===== src/hdl/rysub_pkg.sv =====
`timescale 1ns / 1ps
// Shared types, register map and fixed-point constants for the RGB/YUV
// chroma subsampling round trip. No dependencies.
package rysub_pkg;

	localparam int MAX_WIDTH_DEF = 512;
	localparam int MAX_HEIGHT    = 4096;
	localparam int ADDR_W        = 4;

	// Register indexes (byte address = 4 * index)
	localparam logic [1:0] REG_MODE   = 2'd0;
	localparam logic [1:0] REG_WIDTH  = 2'd1;
	localparam logic [1:0] REG_HEIGHT = 2'd2;

	// Subsample modes
	localparam logic [1:0] MODE_NONE = 2'd0;
	localparam logic [1:0] MODE_411  = 2'd1;
	localparam logic [1:0] MODE_422  = 2'd2;
	localparam logic [1:0] MODE_420  = 2'd3;

	// Q16 coefficients, forward transform
	localparam logic signed [31:0] C_YR = 32'sd19655;
	localparam logic signed [31:0] C_YG = 32'sd38470;
	localparam logic signed [31:0] C_YB = 32'sd7471;
	localparam logic signed [31:0] C_UR = -32'sd11058;
	localparam logic signed [31:0] C_UG = -32'sd21710;
	localparam logic signed [31:0] C_UB = 32'sd32768;
	localparam logic signed [31:0] C_VR = 32'sd32768;
	localparam logic signed [31:0] C_VG = -32'sd27439;
	localparam logic signed [31:0] C_VB = -32'sd5329;
	localparam logic signed [31:0] C_OFS = 32'sd8388608;
	// Q16 coefficients, inverse transform
	localparam logic signed [31:0] C_RV = 32'sd91888;
	localparam logic signed [31:0] C_GU = -32'sd22554;
	localparam logic signed [31:0] C_GV = -32'sd46802;
	localparam logic signed [31:0] C_BU = 32'sd116117;

	typedef struct packed {
		logic [7:0] red_in;
		logic [7:0] green_in;
		logic [7:0] blue_in;
	} in_beat_t;

	typedef struct packed {
		logic [11:0] pixel_row;
		logic [8:0]  pixel_col;
		logic [7:0]  luma_out;
		logic [7:0]  cb_out;
		logic [7:0]  cr_out;
		logic [7:0]  red_out;
		logic [7:0]  green_out;
		logic [7:0]  blue_out;
		logic        group_last;
	} out_beat_t;

	typedef struct packed {
		logic [7:0] y;
		logic [7:0] u;
		logic [7:0] v;
	} yuv_t;

	// Controller to datapath
	typedef struct packed {
		logic load;
		logic conv;
		logic store;
		logic mx_rd;
		logic mx_acc;
		logic e_rd;
		logic e_calc;
		logic e_next;
	} cmd_t;

	// Datapath to controller
	typedef struct packed {
		logic close;
		logic mx_last;
		logic e_last;
	} sts_t;

	// Negative gives 0, else drop the fraction and saturate at 255
	function automatic logic [7:0] sat_q16(input logic signed [31:0] s);
		logic [7:0] r;
		if (s < 0) begin
			r = 8'd0;
		end else if (s[31:16] > 16'd255) begin
			r = 8'd255;
		end else begin
			r = s[23:16];
		end
		return r;
	endfunction

endpackage


===== src/hdl/rysub_ctrl.sv =====
`timescale 1ns / 1ps
// Controller: sequences accept, conversion, store, chroma max pass and
// result emission. Depends on rysub_pkg.
module rysub_ctrl (
	input  logic              clk,
	input  logic              arst_n,
	input  logic              in_valid,
	output logic              in_ready,
	output logic              out_valid,
	input  logic              out_ready,
	input  rysub_pkg::sts_t   sts,
	output rysub_pkg::cmd_t   cmd
);

	typedef enum logic [2:0] {
		ST_IDLE, ST_CONV, ST_STORE, ST_MX_RD, ST_MX_ACC, ST_E_RD, ST_E_CALC, ST_E_WAIT
	} state_t;

	state_t state_q;
	logic   in_ready_q;
	logic   out_valid_q;

	assign in_ready  = in_ready_q;
	assign out_valid = out_valid_q;

	// Decode commands from the current state
	always_comb begin
		cmd        = '0;
		cmd.load   = (state_q == ST_IDLE) && in_valid && in_ready_q;
		cmd.conv   = (state_q == ST_CONV);
		cmd.store  = (state_q == ST_STORE);
		cmd.mx_rd  = (state_q == ST_MX_RD);
		cmd.mx_acc = (state_q == ST_MX_ACC);
		cmd.e_rd   = (state_q == ST_E_RD);
		cmd.e_calc = (state_q == ST_E_CALC);
		cmd.e_next = (state_q == ST_E_WAIT) && out_ready;
	end

	// Advance state and registered handshake outputs
	always_ff @(posedge clk or negedge arst_n) begin
		if (!arst_n) begin
			state_q     <= ST_IDLE;
			in_ready_q  <= 1'b1;
			out_valid_q <= 1'b0;
		end else begin
			case (state_q)
				ST_IDLE: begin
					if (in_valid && in_ready_q) begin
						in_ready_q <= 1'b0;
						state_q    <= ST_CONV;
					end
				end
				ST_CONV: state_q <= ST_STORE;
				ST_STORE: begin
					if (sts.close) begin
						state_q <= ST_MX_RD;
					end else begin
						in_ready_q <= 1'b1;
						state_q    <= ST_IDLE;
					end
				end
				ST_MX_RD: state_q <= ST_MX_ACC;
				ST_MX_ACC: begin
					state_q <= sts.mx_last ? ST_E_RD : ST_MX_RD;
				end
				ST_E_RD: state_q <= ST_E_CALC;
				ST_E_CALC: begin
					out_valid_q <= 1'b1;
					state_q     <= ST_E_WAIT;
				end
				ST_E_WAIT: begin
					if (out_ready) begin
						out_valid_q <= 1'b0;
						if (sts.e_last) begin
							in_ready_q <= 1'b1;
							state_q    <= ST_IDLE;
						end else begin
							state_q <= ST_E_RD;
						end
					end
				end
				default: state_q <= ST_IDLE;
			endcase
		end
	end

endmodule


===== config.mk =====
export PLATFORM = sky130hd
export DESIGN_NAME = rysub_ctrl
export DESIGN_NICKNAME = d
export VERILOG_FILES = /design/src/hdl/rysub_pkg.sv /design/src/hdl/rysub_ctrl.sv
export SDC_FILE = /design/constraint.sdc
export NUM_CORES = 1
export LEC_CHECK = 0
export BUFFER_PORTS_ARGS = -buffer_cell sky130_fd_sc_hd__clkbuf_2
export CORE_AREA = 3 3 40 42
export CTS_CLUSTER_SIZE = 25
export DETAILED_ROUTE_END_ITERATION = 8
export DIE_AREA = 0 0 43 45
export GPL_ROUTABILITY_DRIVEN = 0
export PLACE_DENSITY_LB_ADDON = 0.12
export SETUP_SLACK_MARGIN = 0.05
export SLEW_MARGIN = 20
export SYNTH_ARGS = -nofsm -noshare
export SYNTH_HDL_FRONTEND = slang
export SYNTH_SLANG_ARGS = --single-unit

===== constraint.sdc =====
create_clock -name clk -period 1.3 [get_ports clk]
set_input_delay 0.13 -clock clk [delete_from_list [all_inputs] [get_ports clk]]
set_output_delay 0.13 -clock clk [all_outputs]
set_load 0.01 [all_outputs]

-- Word level (Yosys, flattened, before mapping)
Index checks and enable logic that the tools add are counted.
- reductions and logical operators: 10
- eq/ne operators: 11
- multiplexer cells: 13
- operators with widths (kind ; count):
    3-bit case mux with 8 select lines ; 1
    3-bit == test, second input constant ; 4
    3-bit two-way mux ; 4
    3-bit by 2-bit == test with 1-bit output, second input constant ; 2
    2-bit != test, second input constant ; 3
    1-bit two-way mux ; 5
    5-bit AND reduction ; 1
    1-bit logical AND ; 4
    2-bit AND reduction ; 2
    3-bit by 1-bit == test with 1-bit output, second input constant ; 1
    3-bit logical NOT ; 1
    1-bit case mux with 3 select lines ; 1
    3-bit nonzero test ; 1
    2-bit two-way mux ; 1
    2-bit by 1-bit != test with 1-bit output, second input constant ; 1
    1-bit case mux with 2 select lines ; 1
    2-bit nonzero test ; 1
- bits of input ports: 7
- flip-flop bits (word level): 5
- output and inout bits: 10
- logic and storage cells: 37

-- Longest topological paths before layout
Gate-level depths: netlist of the first run.
- depth after elaboration: 3
- mapped depth: 4
- gate-level depth less buffers: 3

-- Worst setup path before layout of the first run
Ideal clock, no wire load.
- kind: reg2out
- start point: reg state_q[0]
- end point: out cmd[7] in the netlist's numbering
- data arrival time: 1.124 ns
- data required time: 1.170 ns
- path buffers: 1
- stages on the path, launching flop included: 4
- slack: 0.046 ns
- cell sequence: dfrtp_1 > buf_2 > nand2b_1 > nor4b_1
- RTL lines (item ; RTL line ; source):
    from (decl) ; rysub_ctrl.sv:19 ; state_t state_q;
    from (signal assigned) ; rysub_ctrl.sv:64 ; state_q <= sts.mx_last ? ST_E_RD : ST_MX_RD;
    to (decl) ; rysub_ctrl.sv:12 ; output rysub_pkg::cmd_t cmd

==> results.md, run 1 <==
- Crit path max fanout: 2
- Leak: 0.2951 nW
- Commonest cells post-synth: dfrtp_1 (4), inv_1 (4), a21oi_1 (3), and3_1 (3), nor3_1 (3)
- H-tree lvl count: 1
- Yosys top cell area share: 30.42%
- Post-layout instance count excluding filler cells: 80
- Setup WS post-layout: -7.879 ps
- Largest net degree at the start of global routing: 10
- Clk_lat worst skew: 240 ps
- GR Overflow Total: 0
- Final hold vios: 0
- First-pass GRT wire length: 1.490 mm
- Failing checks: setup timing
- FF-to-FF setup slack: 40 ps
- Post-Syn Area: 329.1 um^2
- IO Port Bufs: 16
- Fillers: 133
- Layout cells sized above 1: 66.15%
- Hold WC Path Type: in -> async
- Comb pwr share: 65.1%
- Total power: 1.560 mW
- Met2 Use GR: 14.07%
- Gr usage total: 10.96%
- WL final: 1.075 mm
- Std-Cell Rows: 13
- Reg clk slew, reported paths: 50 ps
- Clock root buffer master: clkbuf_4
- Starting Density: 25.61%
- Slew Viols, Final: 0
- Most Used Layer, Global Route: met1
- DR iter-0 viols: 4
- Worst R2R Path Depth: 4
- Vias/cell: 4.913
- Diodes inserted: 0
- Detail Route Antenna Nets: 0
- Sw Ratio: 41.65%
- Part of the power in the clock network: 11.7%
- Post-DR wirelength/cell: 13.44 um
- Width of the die: 43 um
- Critical Path Sink Type: output pin
- IO Count: 17
- Post-synthesis sequential area ratio: 38.40%
- DIE HEIGHT: 45 um
- Met1 GRT Util: 14.67%
- Syn_nets: 46
- CP Data Required Time: 1170 ps
- Vias in the first global route: 324
- Status: finished with violations
- Residual DRC: 0
- Fin nets: 73
- Clock skew: 1.904 ps
- Initial antenna violation count: 0
- Post-DP HPWL: 657.4 um
- Die area: 0.001935 mm^2
- Number of synthesized register bits: 5
- P_int: 0.9101 mW
- Area growth syn-to-layout: 83.27%
- Max Cap Violations: 0
- F_max: 764.6 MHz
- Sequential power share: 23.2%
- CTS tree: done
- Ys flop type: dfrtp_1
- Clock tree buffer depth: 2
- DRT Pass-1 Iters: 2
- Largest cells by area after synthesis: dfrtp_1 (30%), dfstp_2 (8.0%), and3_1 (5.7%), a21oi_1 (4.6%), nor3_1 (4.6%)
- YS warnings: 0
- Fin crit period: 1308 ps
- Core region area: 0.001285 mm^2
- Post-synth EDFFs: 0
- Num CTS Buffers: 3
- CP arrival: 1180 ps
- Final setup violation count: 1
- Syn Area/Cell: 8.438 um^2
- Async SR Flop Fraction: 100.0%
- Yosys top cell by area: dfrtp_1
- Period Utilization, post-route: 100.6%
- Worst vdd ir: 0.0008779 V
- Critical Path Start Type: register
- Syn Inst Count: 39
- Worst Setup Path Type: reg -> out
- Rel. slew slack: 83.48%
- Synth cell types: 23
- GR Util met3: 3.586%
- CTS sink cnt: 5
- Via count: 393
- Placed cell count: 69
- NetSw: 0.6495 mW
- Actual slew at the worst max-slew pin: 247.9 ps
- RSZ-0062 raised after global routing: yes
- Pwr dens: 2586 mW/mm^2
[worst max-delay path: stages, from the launching register on]
cell and delay [ps]:
dfrtp_1 390, nand2b_4 160, nor4b_4 230, buf_2 160
[stage by stage]
| stage | setup TNS (ps) | cell area, um^2 | setup slack [ps] | hold WS (ps) | util (%) |
|---|---|---|---|---|---|
| after floorplan | 0 | 335.3 | 166.8 | -165.6 | - |
| after global placement | 0 | 427.9 | 152.1 | -43.93 | 33.30 |
| after detailed placement | 0 | 427.9 | 146.8 | -44.78 | 33.30 |
| after CTS | -62.25 | 513.0 | -21.98 | 226.8 | 39.92 |
| after global routing | -200.3 | 603.1 | -76.20 | 247.1 | 46.93 |
| final | -7.879 | 603.1 | -7.879 | 239.5 | 46.93 |
[layer usage]
metal	up-vias	part of all wire, %
met4	0	1.0
met1	183	44
met5	-	0
met2	14	48
met3	2	6.7
li1	194	-
[logic make-up after synthesis]
family | count (synthesis) | share of synthesized area (%)
AO/OA/AOI/OAI | 13 | 27.00
buffers and inverters | 8 | 12.16
flip-flops | 5 | 38.41
AND/OR/NAND/NOR | 13 | 22.43
[sequential cells by signal, summed over array words and instances (netlist names)]
| signal | flops |
|---|---|
| in_ready | 1 |
| out_valid | 1 |
| state_q | 3 |
[timing repair]
item                       CTS  global route
hold endpoints to repair     5             0
pin swaps                    0             2
setup buffers                1             4
hold buffers                 1             0
setup endpoints to repair    8            10
gates cloned                 1             0
gates resized for setup      8            19
[path summary, 6_finish.rpt]
path	start	to
setup / recovery	state_q[0]	cmd[7]
hold / removal	arst_n	state_q[0]
setup reg to reg	state_q[2]	state_q[1]
hold reg to reg	out_valid	out_valid
max in group asynchronous	arst_n	in_ready
min in group clk	sts[1]	state_q[2]
[cell type report]
cell class,count,area [um^2],share of cell area (%)
Multi-Input combinational cell,26,219.0,36.31
Timing Repair Buffer,25,183.9,30.50
Sequential cell,5,128.9,21.37
Clock buffer,4,26.28,4.357
Inverter,5,26.28,4.357
Tap cell,15,18.77,3.112
[layout by cell type (no fill, tap or decap), drive strengths merged, types with 2 or more instances in the layout]
master / netlist / layout
o22ai: 3 / 3
a21oi: 3 / 3
nor3: 3 / 3
and3: 3 / 3
inv: 5 / 5
nand2: 2 / 2
clkbuf: 0 / 13
dfrtp: 4 / 4
o21ai: 2 / 2
buf: 3 / 15
[power groups by stage]
stage | Sequential (mW) | Clock, mW | Combinational (mW)
after floorplan | 0.309 | 0 | 0.463
after global placement | 0.337 | 0 | 0.637
after detailed placement | 0.337 | 0 | 0.623
after CTS | 0.341 | 0.192 | 0.773
after global routing | 0.376 | 0.201 | 1.09
final | 0.361 | 0.183 | 1.02
Note: power is estimated with default switching activity, not from simulation.
==> inputs of run 2 (changes only) <==
Settings changed: CORE_AREA 3 3 40 42 to 8 8 45 47, DIE_AREA 0 0 43 45 to 0 0 53 55.
==> run 2 against run 1 <==
Sequential share of layout area is 0.50 points higher. The flow still finishes with violations (setup timing). Largest cell class unchanged. Count of clock-buffer cells in the layout is the same. Via count down 3.8%. Worst setup slack got worse by 15 ps. Sequential cell count stayed put. Cell area decreased by 2.3%. Clock power is 3% higher. Wire length grew 3.0%.
==> results.md, run 2 (synthesis results as in run 1) <==
- DIE HEIGHT: 55 um (+22%)
- Final hold vios: 0 (unchanged)
- Max Cap Violations: 0 (unchanged)
- Actual slew at the worst max-slew pin: 249.1 ps (+1.274 ps)
- Worst hold start: sts[1]
- Hold Path Sink: state_q[2]
- CP arrival: 1190 ps (about the same)
- Post-DR wirelength/cell: 13.84 um (+3.0%)
- Slew Viols, Final: 0 (unchanged)
- CTS tree: done
- Worst Setup Path Type: reg -> out
- CP top delay family: simple AND/OR/NAND/NOR gates
- Detail Route Antenna Nets: 0 (unchanged)
- Period Utilization, post-route: 101.8% (+1.1 points)
- Setup WS post-layout: -22.76 ps (-14.88 ps)
- Width of the die: 53 um (+23%)
- First-pass GRT wire length: 1.904 mm (+28%)
- Clk_lat worst skew: 240 ps (about the same)
- IO Port Bufs: 16 (unchanged)
- Largest net degree at the start of global routing: 10 (unchanged)
- Most frequent cells in the layout: clkbuf_2 (9), buf_2 (5), buf_6 (5), buf_4 (4)
- Vias/cell: 4.725 (-3.8%)
- Crit path max fanout: 2 (unchanged)
- RSZ-0062 raised after global routing: yes
- Area growth syn-to-layout: 79.09%
- Critical Path Sink Type: output pin
- CP Data Required Time: 1170 ps (about the same)
- Worst-path cell chain: nand2b_4 > nor4b_4 > buf_2
- FF-to-FF End: state_q[1]
- Fillers: 142 (+6.8%)
- Cells on Worst Hold Path: 3
- Worst R2R Path Depth: 4 (unchanged)
- Clock skew: 0.3108 ps (-1.593 ps)
- FF-to-FF setup slack: 10 ps (-30 ps)
- Number of flip-flops in the largest register: 3 (unchanged)
- Hold WC Path Type: in -> reg
- Worst vdd ir: 0.001020 V (+16%)
- Std-Cell Rows: 14 (+1)
- Pwr dens: 2560 mW/mm^2 (-1.0%)
- Critical Path Start Type: register
- WL final: 1.107 mm (+3.0%)
- Reg clk slew, reported paths: 50 ps (about the same)
- Die area: 0.002915 mm^2 (+51%)
- Failing checks: setup timing
- F_max: 756.0 MHz (-1.1%)
- Via count: 378 (-3.8%)
- CP max-delay cell: dfrtp_1
- DR iter-0 viols: 3 (-1)
- Post-DP Area: 436.7 um^2 (+2.0%)
- Buf+Inv Stages, Crit Path: 1 (unchanged)
- Vias in the first global route: 415 (+28%)
- Layout cells sized above 1: 64.06% (-2.1 points)
- Initial antenna violation count: 0 (unchanged)
- Total power: 1.508 mW (-3.3%)
- H-tree lvl count: 1 (unchanged)
- Starting Density: 23.78% (-1.8 points)
- Rel. slew slack: 83.39% (-0.085 points)
- Fin nets: 72 (-1.4%)
- CTS sink cnt: 5 (unchanged)
- Reg2reg start: state_q[2]
- Clock tree buffer depth: 2 (unchanged)
- Residual DRC: 0 (unchanged)
- Post-DP HPWL: 776.3 um (+18%)
- Fin crit period: 1323 ps (+14.88 ps)
- Leak: 0.2856 nW (-3.2%)
- Largest register by flop count: state_q
- GR Overflow Total: 0 (unchanged)
- Clock root buffer master: clkbuf_4
- Diodes inserted: 0 (unchanged)
- Commonest non-fill, non-tap cell in the layout: clkbuf_2
- Core region area: 0.001384 mm^2 (+7.7%)
- Final setup violation count: 2 (+1)
- DRT Pass-1 Iters: 4 (+2)
- Gr usage total: 9.031% (-1.9 points)
- Status: finished with violations
- IO Count: 17 (unchanged)
- Num CTS Buffers: 3 (unchanged)
- Max incr delay on CP: 380 ps (about the same)
- Final Cell Area: 589.3 um^2 (-2.3%)
run 2: layout make-up:
type | instances | area [um^2] | area share, %
Timing Repair Buffer | 24 | 166.4 | 28.24
Inverter | 5 | 26.28 | 4.459
Clock buffer | 4 | 26.28 | 4.459
Tap cell | 16 | 20.02 | 3.397
Multi-Input combinational cell | 26 | 221.5 | 37.58
Sequential cell | 5 | 128.9 | 21.87
run 2: where the power goes:
group	total, mW	switching, mW	internal [mW]
combinational	0.960	0.455	0.505
clock	0.189	0.0726	0.117
sequential	0.359	0.110	0.250
total	1.51	0.637	0.871
run 2: through the flow:
step                instances  setup TNS [ps]  setup WS (ps)  hold slack [ps]  utilization (%)
global route               80          -204.9         -72.56            240.8            42.59
floorplan                  39               0          166.8           -165.6                -
global placement           71               0          106.8           -34.78            31.56
finish                     80          -23.91         -22.76            217.9            42.59
CTS                        79          -65.20         -65.20            209.0            38.43
detailed placement         71               0          135.0           -33.91            31.56
run 2: worst max path at each step:
stage	start	end	slack, ps	cells past startpoint
6_report	state_q[0]	cmd[7]	-20	3
5_1_grt	state_q[0]	cmd[7]	-70	3
4_1_cts	state_q[2]	cmd[7]	-70	3
3_5_place_dp	state_q[2]	state_q[1]	130	3
3_3_place_gp	state_q[2]	state_q[1]	110	3
2_1_floorplan	state_q[0]	cmd[7]	170	3
run 2: worst reg2reg max path, cell delays in order (launching register included):
cell and delay [ps]:
dfrtp_2 430, buf_4 150, or2_4 260, a221oi_1 260, a21oi_1 60
run 2: layer usage:
metal	track usage [%]	part of all wire (%)	up-vias
met5	0	0	-
met4	9.052	1.7	0
met3	1.070	3.2	2
met2	14.06	50	12
met1	10.38	45	173
li1	-	-	191
run 2: timing repair:
| action | in CTS | in global routing |
|---|---|---|
| cloned | 0 | 0 |
| gates resized for setup | 11 | 16 |
| hold buffers | 1 | 0 |
| endpoints found under the hold margin | 5 | 0 |
| pin swaps | 1 | 2 |
| setup buffers | 3 | 1 |
| setup endpoints to repair | 8 | 10 |
